===== config.mk =====
export PLATFORM = sky130hd
export DESIGN_NAME = neighbor_phase_sync_timer
export DESIGN_NICKNAME = d
export VERILOG_FILES = /design/src/design/npst_pkg.sv /design/src/design/neighbor_phase_sync_timer.sv
export SDC_FILE = /design/constraint.sdc
export NUM_CORES = 1
export LEC_CHECK = 0
export ABC_CLOCK_PERIOD_IN_PS = 5800
export BUFFER_PORTS_ARGS = -buffer_cell sky130_fd_sc_hd__buf_2
export CORE_UTILIZATION = 64
export DETAILED_ROUTE_END_ITERATION = 12
export PLACE_DENSITY = 0.82
export SLEW_MARGIN = 10
export SYNTH_ARGS = -nofsm -noshare
export SYNTH_HDL_FRONTEND = slang
export SYNTH_SLANG_ARGS = --single-unit
export TNS_END_PERCENT = 1

===== constraint.sdc =====
create_clock -name clk -period 5.8 [get_ports clk]
set_input_delay 0.58 -clock clk [delete_from_list [all_inputs] [get_ports clk]]
set_output_delay 0.58 -clock clk [all_outputs]
set_load 0.02 [all_outputs]

===== src/design/npst_pkg.sv =====
// Package for the neighbor phase sync timer.
// Holds widths, reset values, register indexes and the control enums.
// No dependencies.
package npst_pkg;

  localparam int ACCUM_BITS = 24;
  localparam int CNT_W = $clog2(ACCUM_BITS);

  localparam logic [7:0] PERIOD_RST = 8'd50;
  localparam logic [9:0] DIVIDER_RST = 10'd120;
  localparam logic [6:0] CAP_RST = 7'd30;
  localparam logic [7:0] TX_LIMIT = 8'd255;

  localparam logic [1:0] CFG_PERIOD = 2'd0;
  localparam logic [1:0] CFG_DIVIDER = 2'd1;
  localparam logic [1:0] CFG_CAP = 2'd2;

  localparam logic MODE_TICK = 1'b0;

  typedef enum logic [1:0] {
    ST_IDLE,
    ST_PREP,
    ST_DIV,
    ST_FINISH
  } state_t;

  typedef enum logic [1:0] {
    FIN_NONE,
    FIN_ADD,
    FIN_MOD,
    FIN_FIRE
  } fin_t;

endpackage


===== src/design/neighbor_phase_sync_timer.sv =====
// Top level of the neighbor phase sync timer: control, serial divider and state.
// Depends on npst_pkg.
//
// channel  direction  handshake            payload
// s        in         s_tvalid / s_tready  s_tdata, s_tuser
// m        out        m_tvalid / m_tready  m_tdata
// cfg      in         cfg_valid/cfg_ready  cfg_index, cfg_data
//
// A result is registered at the output after the prepare and finish states when no division
// is needed, and after the restoring divider has also run its 24 one-bit steps (a
// firing tick, or a message whose discrepancy needs a remainder by the period). The next
// item is accepted back in the idle state, so items do not overlap.
// The synchronous reset clears the control and timer state and loads the configuration defaults.
// A full output register stalls only the final step; a new item is taken once the
// previous one has reached the output register.
module neighbor_phase_sync_timer
  import npst_pkg::*;
(
  input  logic       clk,
  input  logic       rst,
  input  logic       s_tvalid,
  output logic       s_tready,
  input  logic [7:0] s_tdata,   // neighbor_count
  input  logic       s_tuser,   // mode
  output logic       m_tvalid,
  input  logic       m_tready,
  output logic [15:0] m_tdata,  // fired, led_on, tx_valid, tx_count[7:0], zero fill
  input  logic       cfg_valid,
  output logic       cfg_ready,
  input  logic [1:0] cfg_index,
  input  logic [9:0] cfg_data
);

  state_t state, state_next;
  fin_t fin;

  logic [7:0] period;
  logic [9:0] divider;
  logic [6:0] cap;

  logic mode_r;
  logic [7:0] nb_r;
  logic [15:0] elapsed;
  logic [8:0] interval;
  logic signed [ACCUM_BITS-1:0] accum;
  logic led;

  logic neg;
  logic signed [9:0] fold;
  logic [ACCUM_BITS-1:0] dq;
  logic [9:0] drem;
  logic [9:0] dvs;
  logic [CNT_W-1:0] cnt;

  logic signed [16:0] d;
  logic [15:0] mag;
  logic [6:0] half;
  logic [15:0] elapsed_inc;
  logic fire_now;
  logic prep_div;
  logic signed [9:0] prep_fold;
  logic [ACCUM_BITS-1:0] accum_mag;
  logic [10:0] trial;
  logic [10:0] shifted;
  logic signed [10:0] addend;
  logic signed [ACCUM_BITS:0] sum;
  logic signed [ACCUM_BITS-1:0] sum_sat;
  logic [6:0] qc;
  logic signed [9:0] iv;
  logic fin_go;
  logic [15:0] elapsed_post;
  logic led_post;
  logic tx_ok;

  localparam logic signed [ACCUM_BITS:0] ACC_MAX = (ACCUM_BITS+1)'((1 << (ACCUM_BITS-1)) - 1);
  localparam logic signed [ACCUM_BITS:0] ACC_MIN = -ACC_MAX - (ACCUM_BITS+1)'(1);

  always_comb begin
    d = $signed({1'b0, elapsed}) - $signed({9'b0, nb_r});
    mag = d[16] ? 16'(-d) : d[15:0];
    half = period[7:1];
    elapsed_inc = (elapsed == 16'hFFFF) ? elapsed : elapsed + 16'd1;
    fire_now = elapsed_inc >= {7'b0, interval};
    accum_mag = accum[ACCUM_BITS-1] ? ACCUM_BITS'(-accum) : accum;
    prep_div = 1'b0;
    prep_fold = '0;
    if (d == 17'sd0) begin
      prep_fold = '0;
    end else if (mag < {9'b0, half}) begin
      prep_fold = d[9:0];
    end else if (period == 8'd0) begin
      prep_fold = '0;
    end else if (!d[16] && mag < {8'b0, period}) begin
      prep_fold = $signed(d[9:0]) - $signed({2'b0, period});
    end else if (d[16] && mag <= {8'b0, period}) begin
      prep_fold = $signed(d[9:0]) + $signed({2'b0, period});
    end else begin
      prep_div = 1'b1;
    end
    trial = {drem, dq[ACCUM_BITS-1]} - {1'b0, dvs};
    shifted = {drem, dq[ACCUM_BITS-1]};
    addend = (fin == FIN_MOD) ? (neg ? -$signed({1'b0, drem}) : $signed({1'b0, drem}))
                              : 11'(fold);
    sum = $signed({accum[ACCUM_BITS-1], accum}) + (ACCUM_BITS+1)'(addend);
    if (sum > ACC_MAX) begin
      sum_sat = ACC_MAX[ACCUM_BITS-1:0];
    end else if (sum < ACC_MIN) begin
      sum_sat = ACC_MIN[ACCUM_BITS-1:0];
    end else begin
      sum_sat = sum[ACCUM_BITS-1:0];
    end
    qc = (dq > ACCUM_BITS'(cap)) ? cap : dq[6:0];
    iv = neg ? $signed({2'b0, period}) - $signed({3'b0, qc})
             : $signed({2'b0, period}) + $signed({3'b0, qc});
    elapsed_post = (fin == FIN_FIRE) ? 16'd0 : elapsed;
    led_post = (fin == FIN_FIRE) ? 1'b1 : led;
    tx_ok = elapsed_post < {8'b0, TX_LIMIT};
  end

  always_comb begin
    state_next = state;
    unique case (state)
      ST_IDLE: begin
        if (s_tvalid) begin
          state_next = ST_PREP;
        end
      end
      ST_PREP: begin
        if (mode_r == MODE_TICK) begin
          state_next = fire_now ? ST_DIV : ST_FINISH;
        end else begin
          state_next = prep_div ? ST_DIV : ST_FINISH;
        end
      end
      ST_DIV: begin
        if (cnt == '0) begin
          state_next = ST_FINISH;
        end
      end
      ST_FINISH: begin
        if (fin_go) begin
          state_next = ST_IDLE;
        end
      end
      default: state_next = ST_IDLE;
    endcase
  end

  always_comb begin
    s_tready = (state == ST_IDLE);
    cfg_ready = 1'b1;
    fin_go = (state == ST_FINISH) && (!m_tvalid || m_tready);
  end

  always_ff @(posedge clk) begin
    if (rst) begin
      state <= ST_IDLE;
      period <= PERIOD_RST;
      divider <= DIVIDER_RST;
      cap <= CAP_RST;
      elapsed <= '0;
      interval <= '0;
      accum <= '0;
      led <= 1'b0;
      m_tvalid <= 1'b0;
      fin <= FIN_NONE;
    end else begin
      state <= state_next;
      if (cfg_valid && cfg_ready) begin
        unique case (cfg_index)
          CFG_PERIOD: period <= cfg_data[7:0];
          CFG_DIVIDER: divider <= cfg_data;
          CFG_CAP: cap <= cfg_data[6:0];
          default: ;
        endcase
      end
      if (fin_go) begin
        m_tvalid <= 1'b1;
      end else if (m_tvalid && m_tready) begin
        m_tvalid <= 1'b0;
      end
      unique case (state)
        ST_IDLE: begin
          if (s_tvalid) begin
            mode_r <= s_tuser;
            nb_r <= s_tdata;
          end
        end
        ST_PREP: begin
          drem <= '0;
          cnt <= CNT_W'(ACCUM_BITS - 1);
          if (mode_r == MODE_TICK) begin
            elapsed <= elapsed_inc;
            if (fire_now) begin
              dq <= accum_mag;
              dvs <= (divider == 10'd0) ? 10'd1 : divider;
              neg <= accum[ACCUM_BITS-1];
              fin <= FIN_FIRE;
            end else begin
              if (elapsed_inc > 16'd1) begin
                led <= 1'b0;
              end
              fin <= FIN_NONE;
            end
          end else begin
            fold <= prep_fold;
            dq <= ACCUM_BITS'(mag);
            dvs <= {2'b0, period};
            neg <= d[16];
            fin <= prep_div ? FIN_MOD : FIN_ADD;
          end
        end
        ST_DIV: begin
          cnt <= cnt - CNT_W'(1);
          if (!trial[10]) begin
            drem <= trial[9:0];
            dq <= {dq[ACCUM_BITS-2:0], 1'b1};
          end else begin
            drem <= shifted[9:0];
            dq <= {dq[ACCUM_BITS-2:0], 1'b0};
          end
        end
        ST_FINISH: begin
          if (fin_go) begin
            case (fin) inside
              FIN_ADD, FIN_MOD: accum <= sum_sat;
              FIN_FIRE: begin
                interval <= iv[9] ? 9'd0 : iv[8:0];
                elapsed <= '0;
                accum <= '0;
                led <= 1'b1;
              end
              default: ;
            endcase
            m_tdata <= {5'b0, tx_ok ? elapsed_post[7:0] : 8'd0, tx_ok, led_post,
                        fin == FIN_FIRE};
          end
        end
        default: ;
      endcase
    end
  end

endmodule

# == Yosys cells after proc, flatten, opt, wreduce, memory -nomap -nowiden ==
# Index checks and enable logic that the tools add are counted.
# classes
order_cmp,9
reduce_logical,33
mux,57
bitwise_logic,2
n_eq_ne,17
n_addsub,12
# op_table
op,n
$mux 24,7
$mux 16,6
$mux 10,8
$pmux 24 s2,1
$pmux 16 s2,1
$add 24x11->25,1
$gt 25x24->1 const B,1
$lt 25x24->1 const B,1
$gt 24x7->1,1
$neg 24->24,1
$mux 11,2
$reduce_and 3->1,7
$pmux 10 s2,1
$mux 1,19
$logic_not 17->1,1
$sub 16x8->17,1
$add 16x1->16 const B,1
$eq 16x16->1 const B,1
$ge 16x9->1,1
$gt 16x1->1 const B,1
$le 16x8->1,1
$lt 16x7->1,1
$lt 16x8->1,1
$lt 16x8->1 const B,1
32 further kinds,63
# totals
word_cells,151
output_inout_bits,19
ff_bits,160

# == Logic depth before layout (Yosys ltp) ==
# Gate-level depths: netlist of run 1.
# depth
word_depth,13
mapped_depth,23
ltp_nobuf,22

# == Least setup slack after synthesis of run 1 ==
# OpenSTA, ideal clock, no wires.
# synth_path
path_type,register to register
from,register drem[0]
to,register accum[20]
setup_ns,0.074
n_path_buf,2
t_arrival_ns,4.546
path_slack_ns,1.180
t_required_ns,5.726
period_less_slack_ns,4.620
stages_incl_launch_ff,19
path_cell_list,edfxtp_1 > inv_1 > ha_1 > nand2_1 > or3_1 > or3_1 > o311ai_0 > o21ai_0 > ha_1 > clkbuf_1 > a21o_1 > a31o_2 > a31oi_1 > a21oi_1 > o22ai_1 > mux2i_1 > nand3_2 > clkbuf_1 > a31oi_1
# synth_via
elab_chain_len,8
# synth_rtl
item,line,text
start: declaration,neighbor_phase_sync_timer.sv:51,logic [9:0] drem;
start signal: assignment,neighbor_phase_sync_timer.sv:216,drem <= trial[9:0];
start signal: assignment,neighbor_phase_sync_timer.sv:219,drem <= shifted[9:0];
$neg 10->11,neighbor_phase_sync_timer.sv:102,"addend = (fin == FIN_MOD) ? (neg ? -$signed({1'b0, drem}) : $signed({1'b0, drem}))"
$mux 11 * (2 in a row),neighbor_phase_sync_timer.sv:102,
$add 24x11->25 *,neighbor_phase_sync_timer.sv:104,"sum = $signed({accum[ACCUM_BITS-1], accum}) + (ACCUM_BITS+1)'(addend);"
$lt 25x24->1,neighbor_phase_sync_timer.sv:107,end else if (sum < ACC_MIN) begin
$mux 24,neighbor_phase_sync_timer.sv:107,
$mux 24 *,neighbor_phase_sync_timer.sv:105,if (sum > ACC_MAX) begin
$mux 24 *,neighbor_phase_sync_timer.sv:225,case (fin) inside
end signal: assignment,neighbor_phase_sync_timer.sv:226,"FIN_ADD, FIN_MOD: accum <= sum_sat;"
end: declaration,neighbor_phase_sync_timer.sv:45,logic signed [ACCUM_BITS-1:0] accum;
# Mark *: on every way between the ends. The rest lies on a longest branch, timed or not.
# A chain may end at the register's enable or synchronous reset.

# == Worst setup path after layout of run 1 ==
# layout_path
from,register drem[1]
to,register accum[15]
# Same word-level chain as after synthesis.

==> flow_metrics.py, run 1 <==
metrics = {
    "worst_setup_path": {
        "slowest_delay_ps": 690,
        "rr_startpoint": "drem[1]$_SDFFCE_PN0P_",
        "cp_slowest_cell": "o31a_1",
        "critPathMaxFanout": 18,
        "startpoint": "drem[1]$_SDFFCE_PN0P_",
        "cp_cell_sequence": "or3_1, or3_1, or3_1, o31ai_1, xnor2_1, a21oi_1, ha_1, nand3_1, a21oi_1, o41ai_1, a311oi_1, o211ai_1, a31oi_1, o31a_1, buf_4, nand3b_1, a31oi_1",
        "crit_top_cell": "or3_1",
        "criticalPathCategory": "flip-flop to flip-flop",
        "crit_arrival_ps": 5600,
        "critical_path_required_ps": 6170,
        "worstSetupEndpointType": "flip-flop",
        "cp-start-kind": "flip-flop",
    },
    "cts": {
        "cts.sinks": 160,
        "postCtsHoldBufs": 0,
        "numCtsBuffers": 17,
        "htree_levels": 4,
        "clk_latency_ps": 450,
        "cts.path.max_buffers": 2,
        "cts_tree": "yes",
        "cts_root_buf": "clkbuf_16",
        "path_clk_slew_ps": 70,
        "ctsResizeCount": 0,
        "post-cts-setup-buffers": 0,
    },
    "timing": {
        "worstMarginPinSlew_ps": 1160,
        "grt_setup_unrepaired": "false",
        "timing.hold.ws_ps": 303,
        "skew_ps": 13.2,
        "finalHoldViolations": 0,
        "slew_viol_final": 0,
        "fin_crit_ps": 5230,
        "setup_viol_count_final": 0,
        "fmax_ghz": 0.191,
        "timing.setup.tns_ps": 0,
        "period_share_pct": 90.1,
        "relSlewSlack_pct": 22.7,
    },
    "global_route": {
        "grt_max_degree": 71,
        "globalRouteOverflowTotal": 0,
        "track_usage_pct": 32.8,
        "antenna_found_initial": 0,
        "grt_pass1_vias": 10300,
        "grt_pass1_wl_mm": 52.0,
    },
    "final_layout": {
        "antenna_cells": 0,
        "final-seq-area_um2": 4000,
        "syn_to_final_growth_pct": 7.49,
        "fin_nets": 1605,
        "n_fill_cell": 1543,
        "drive_gt1_share_pct": 8.63,
        "multi_input_area_um2": 7810,
    },
    "logic_synthesis": {
        "synth_top_area_share_pct": 19.3,
        "synth_top_area_cell": "edfxtp_1",
        "ys_seq_area_share_pct": 32.2,
        "synthArstFlopShare_pct": 0,
        "ys_ff_latch": 160,
        "synth_area_um2": 12400,
        "ys_types": 86,
        "avgSynthCellArea_um2": 8.57,
        "synth_area_leaders": "edfxtp_1 19%, dfxtp_1 13%, ha_1 11%",
        "yosys_warnings": 0,
        "synth_top_flop_cell": "edfxtp_1",
        "synth_edf_count": 80,
        "netlist_instances": 1451,
    },
    "worst_hold_path": {
        "hp-class": "primary input to flip-flop",
        "hp-start": "s_tdata[6]",
    },
    "run": {
        "max-cap-violations": 0,
    },
    "floorplan": {
        "core-area_um2": 18900,
        "die_y_um": 141,
        "die_x_um": 141,
        "initial_core_util_pct": 65.8,
        "fp.dieArea_um2": 20000,
        "row_count": 50,
        "ioPinCount": 45,
    },
    "drt": {
        "wirelength_mm": 32.0,
        "dr_total_vias": 10900,
        "final_antenna_net_count": 0,
        "drt_iter0_drc": 1037,
        "dr.pass1.iters": 6,
        "wl_per_cell_um": 18.5,
        "drc_errors": 0,
        "routed_via_density": 6.30,
    },
    "placed_design": {
        "io_buffers": 38,
        "hpwl_mm": 23.4,
        "gp_congestion": 0.919,
    },
    "power": {
        "p_leak_uw": 0.00562,
        "power_density_nw_per_um2": 359,
        "irDropWorstVdd_uv": 384,
    },
    "run_status": {
        "status": "finished clean",
    },
}
-- layout make-up --
type,count,share of cell area (%)
timing repair buffer,51,2.15
clock inverter,13,1.21
clock buffer,19,3.24
inverter,90,2.53
tap,260,2.43
multi-input combinational,1138,58.5
sequential,160,30.0
-- state kept, by name (all words and copies together), names as in the netlist, 5 cells and up --
register  cells
accum        24
cap           7
cnt           5
divider      10
dq           24
drem         10
dvs          10
elapsed      16
fold         10
interval      9
m_tdata      11
nb_r          8
period        8
-- stage by stage --
stage                     utilization, %  power (uW)  cells  worst slack (ps)  area, um^2
after floorplan                        -        3070   1455              1180       12400
after global placement              67.6        3530   1699               786       12800
after detailed placement            67.6        3570   1699               675       12800
after CTS                           70.7        4760   1731               669       13400
after global routing                70.7        5070   1731               219       13400
final                               70.7        4790   1731               574       13400
-- final timing paths --
check / to / cells after the start / slack (ps)
hold reg to reg: divider[9]$_SDFFE_PP0P_ / 2 / 460
hold / removal: nb_r[6]$_DFFE_PP_ / 1 / 300
setup reg to reg: accum[15]$_SDFFE_PP0P_ / 17 / 570
setup / recovery: accum[15]$_SDFFE_PP0P_ / 17 / 570
-- synthesized netlist by cell type (all sizes together), types with 4 or more instances --
library cell / number
ha: 114
fa: 7
o21a: 12
nor2b: 22
a22o: 15
a21boi: 5
a31oi: 25
nor3: 24
dfxtp: 80
nor4: 15
mux2i: 34
or4: 4
o21ai: 74
a21o: 30
o21bai: 14
inv: 90
nand2: 152
o31a: 4
a2bb2oi: 8
nor2: 134
and3: 16
nand3: 21
or2: 9
mux2: 19
clkbuf: 50
o31ai: 9
xnor2: 53
xor2: 39
a2111oi: 4
a22oi: 10
edfxtp: 80
nand3b: 12
or3: 19
a311oi: 5
nand4: 14
a21oi: 113
o41ai: 6
buf: 17
and2: 14
o211ai: 14
a211oi: 8
nand2b: 18
-- routing by layer --
layer  up-vias  GRT usage [%]  share of wire (%)
met2       425           53.1                 46
li1       5218              -                  -
met5         -              0                  0
met3        65           6.07                6.9
met1      5189           43.6                 45
met4         0           12.9                2.9
-- cell families (layout without fill, tap and decap cells) --
| group | after synthesis | after routing | synth area share (%) |
|---|---|---|---|
| AND/OR/NAND/NOR | 486 | 486 | 18.8 |
| flip-flops | 160 | 160 | 32.2 |
| adder cells (fa/ha/maj) | 121 | 121 | 12.6 |
| other | 2 | 6 | 0.0604 |
| buffers and inverters | 157 | 173 | 5.06 |
| XOR/XNOR | 92 | 92 | 6.60 |
| multiplexers | 53 | 53 | 4.46 |
| AO/OA/AOI/OAI | 380 | 380 | 20.2 |
-- critical path, delay by kind of cell (launching register included) --
| kind | cells | cell delay, ps |
|---|---|---|
| flip-flops | 1 | 460 |
| AND/OR/NAND/NOR | 5 | 1270 |
| buffers and inverters | 1 | 240 |
| AO/OA/AOI/OAI | 9 | 2560 |
| XOR/XNOR | 1 | 180 |
| adder cells (fa/ha/maj) | 1 | 440 |
-- report_power, final --
part           internal, uW  switching (uW)
Clock                   678             497
Combinational           813            1250
Sequential             1410             146
Total                  2900            1890
-- placed cells by master, fill, tap and decap left out, drive strengths merged, types with 7 or more instances in the layout --
master	netlist	routed
a211oi	8	8
a21o	30	30
a21oi	113	113
a22o	15	15
a22oi	10	10
a2bb2oi	8	8
a31oi	25	25
and2	14	14
and3	16	16
buf	17	51
clkbuf	50	19
dfxtp	80	80
edfxtp	80	80
fa	7	7
ha	114	114
inv	90	93
mux2	19	19
mux2i	34	34
nand2	152	152
nand2b	18	18
nand3	21	21
nand3b	12	12
nand4	14	14
nor2	134	134
nor2b	22	22
nor3	24	24
nor4	15	15
o211ai	14	14
o21a	12	12
o21ai	74	74
o21bai	14	14
o31ai	9	9
or2	9	9
or3	19	19
xnor2	53	53
xor2	39	39
Power figures use the tool's default switching activity.
==> inputs of run 2 (changes only) <==
CORE_UTILIZATION = 65   (was 64)
CTS_BUF_LIST = sky130_fd_sc_hd__clkbuf_8   (was default)
GPL_TIMING_DRIVEN = 0   (was default)
PLACE_DENSITY = 0.83   (was 0.82)
==> run 2 against run 1 <==
Compared with the run above:
- count of clock-buffer cells in the layout shrank 2
- clock power is 37% lower
- global-route usage grew 0.72 points
- wire length rose by 1.1%
- total power is 8.0% lower
- critical path type unchanged
- largest power group unchanged
- highest routed layer unchanged
==> flow_metrics.py, run 2 (synthesized netlist as in run 1, its figures left out) <==
metrics = {
    "cts": {
        "htree_levels": 4,
        "clk_latency_ps": 470,
        "ctsResizeCount": 0,
        "cts.sinks": 160,
        "path_clk_slew_ps": 90,
        "cts_tree": "yes",
        "numCtsBuffers": 17,
        "cts_root_buf": "clkbuf_8",
        "cts.path.max_buffers": 2,
        "postCtsHoldBufs": 0,
        "post-cts-setup-buffers": 0,
    },
    "timing": {
        "slew_viol_final": 0,
        "fmax_ghz": 0.184,
        "timing.setup.tns_ps": 0,
        "relSlewSlack_pct": 35.7,
        "worstMarginPinSlew_ps": 964,
        "period_share_pct": 93.9,
        "skew_ps": 9.69,
        "finalHoldViolations": 0,
        "grt_setup_unrepaired": "false",
        "fin_crit_ps": 5450,
        "setup_viol_count_final": 0,
    },
    "drt": {
        "routed_via_density": 6.27,
        "final_antenna_net_count": 0,
        "wl_per_cell_um": 18.4,
        "drt_iter0_drc": 950,
        "wirelength_mm": 32.4,
        "dr.pass1.iters": 5,
        "dr_total_vias": 11000,
        "drc_errors": 0,
    },
    "global_route": {
        "globalRouteOverflowTotal": 0,
        "met2_usage_pct": 54.9,
        "grt-busiest-layer": "met2",
        "track_usage_pct": 33.6,
        "grt_max_degree": 25,
        "antenna_found_initial": 0,
        "grt_pass1_wl_mm": 51.8,
        "grt_pass1_vias": 10200,
        "grtUsageMet3_pct": 5.16,
        "use_met1_pct": 45.5,
    },
    "floorplan": {
        "initial_core_util_pct": 66.5,
        "ioPinCount": 45,
        "die_y_um": 140,
        "row_count": 50,
        "core-area_um2": 18700,
        "fp.dieArea_um2": 19700,
        "die_x_um": 140,
    },
    "placed_design": {
        "gp_congestion": 0.945,
        "io_buffers": 37,
        "hpwl_mm": 24.9,
    },
    "worst_setup_path": {
        "cp_cell_sequence": "clkbuf_1, inv_1, ha_1, inv_1, fa_1, a21o_1, a221oi_4, a21oi_4, nor2_1, o21ai_0, xnor2_1, ha_1, a21oi_1, nand2_1, a211o_1, or4_1, buf_2, mux2i_1, xnor2_1, a22o_1",
        "crit_arrival_ps": 5660,
        "cp_slowest_cell": "nor2_1",
        "worstSetupEndpointType": "flip-flop",
        "critPathMaxFanout": 10,
        "crit_family": "compound AO/OA/AOI/OAI gates",
        "critical_path_required_ps": 6010,
        "cp-start-kind": "flip-flop",
        "slowest_delay_ps": 480,
        "criticalPathCategory": "flip-flop to flip-flop",
        "cp_num_buf_inv": 4,
    },
    "run_status": {
        "status": "finished clean",
    },
    "final_layout": {
        "final_cell_mix": "151 x nand2_1, 134 x nor2_1, 114 x ha_1",
        "fin_nets": 1661,
        "drive_gt1_share_pct": 8.45,
        "syn_to_final_growth_pct": 7.01,
        "n_fill_cell": 1458,
        "antenna_cells": 0,
        "reg_top3": "accum x24, dq x24, elapsed x16",
        "post-route-util_pct": 71.1,
        "final_common_cell": "nand2_1",
    },
    "run": {
        "max-cap-violations": 0,
    },
    "power": {
        "irDropWorstVdd_uv": 223,
        "p_leak_uw": 0.00559,
        "power_density_nw_per_um2": 331,
    },
    "worst_hold_path": {
        "hp-class": "primary input to flip-flop",
    },
}
[run 2: cell types whose count changed in the layout (fill, tap and decap cells not counted), sizes merged]
cell,change
inv,+1
clkbuf,+48
clkinvlp,+2
clkinv,+1
buf,+6
bufinv,-2
[run 2: area by class of cell]
class                      instances  area, um^2  share of cell area (%)
multi-input combinational       1138        7820                    58.8
sequential                       160        4000                    30.1
inverter                          90         338                    2.54
tap                              234         293                    2.20
buffer                            67         292                    2.19
clock buffer                      17         234                    1.76
timing repair buffer              40         215                    1.62
clock inverter                    15         108                   0.809
[run 2: through the flow]
stage	hold slack [ps]	setup slack (ps)	power [uW]	cell area, um^2	instances
floorplan	429	1180	3070	12400	1455
global placement	444	-47.5	3540	12900	1726
finish	286	351	4410	13300	1761
detailed placement	452	388	3620	13000	1729
global route	279	1.53	4680	13300	1761
CTS	269	323	4360	13300	1761
[run 2: final timing paths]
path	slack, ps	depth (start not counted)	to	start
max	350	20	fold[5]$_SDFFCE_PP0P_	elapsed[0]$_SDFFE_PP0P_
min	290	1	mode_r$_DFFE_PP_	s_tuser
max reg2reg	350	20	fold[5]$_SDFFCE_PP0P_	elapsed[0]$_SDFFE_PP0P_
min reg2reg	460	2	led$_SDFFE_PP0P_	led$_SDFFE_PP0P_
[run 2: routing by layer]
metal	vias up	part of all wire (%)
met2	425	46
met3	64	7.4
met5	-	0
met1	5234	45
met4	0	2.2
li1	5317	-
[run 2: where the power goes]
part,leakage (uW),internal [uW],switching (uW),total (uW)
clock,0.000176,327,419,746
sequential,0.00138,1410,136,1550
combinational,0.00403,819,1300,2120
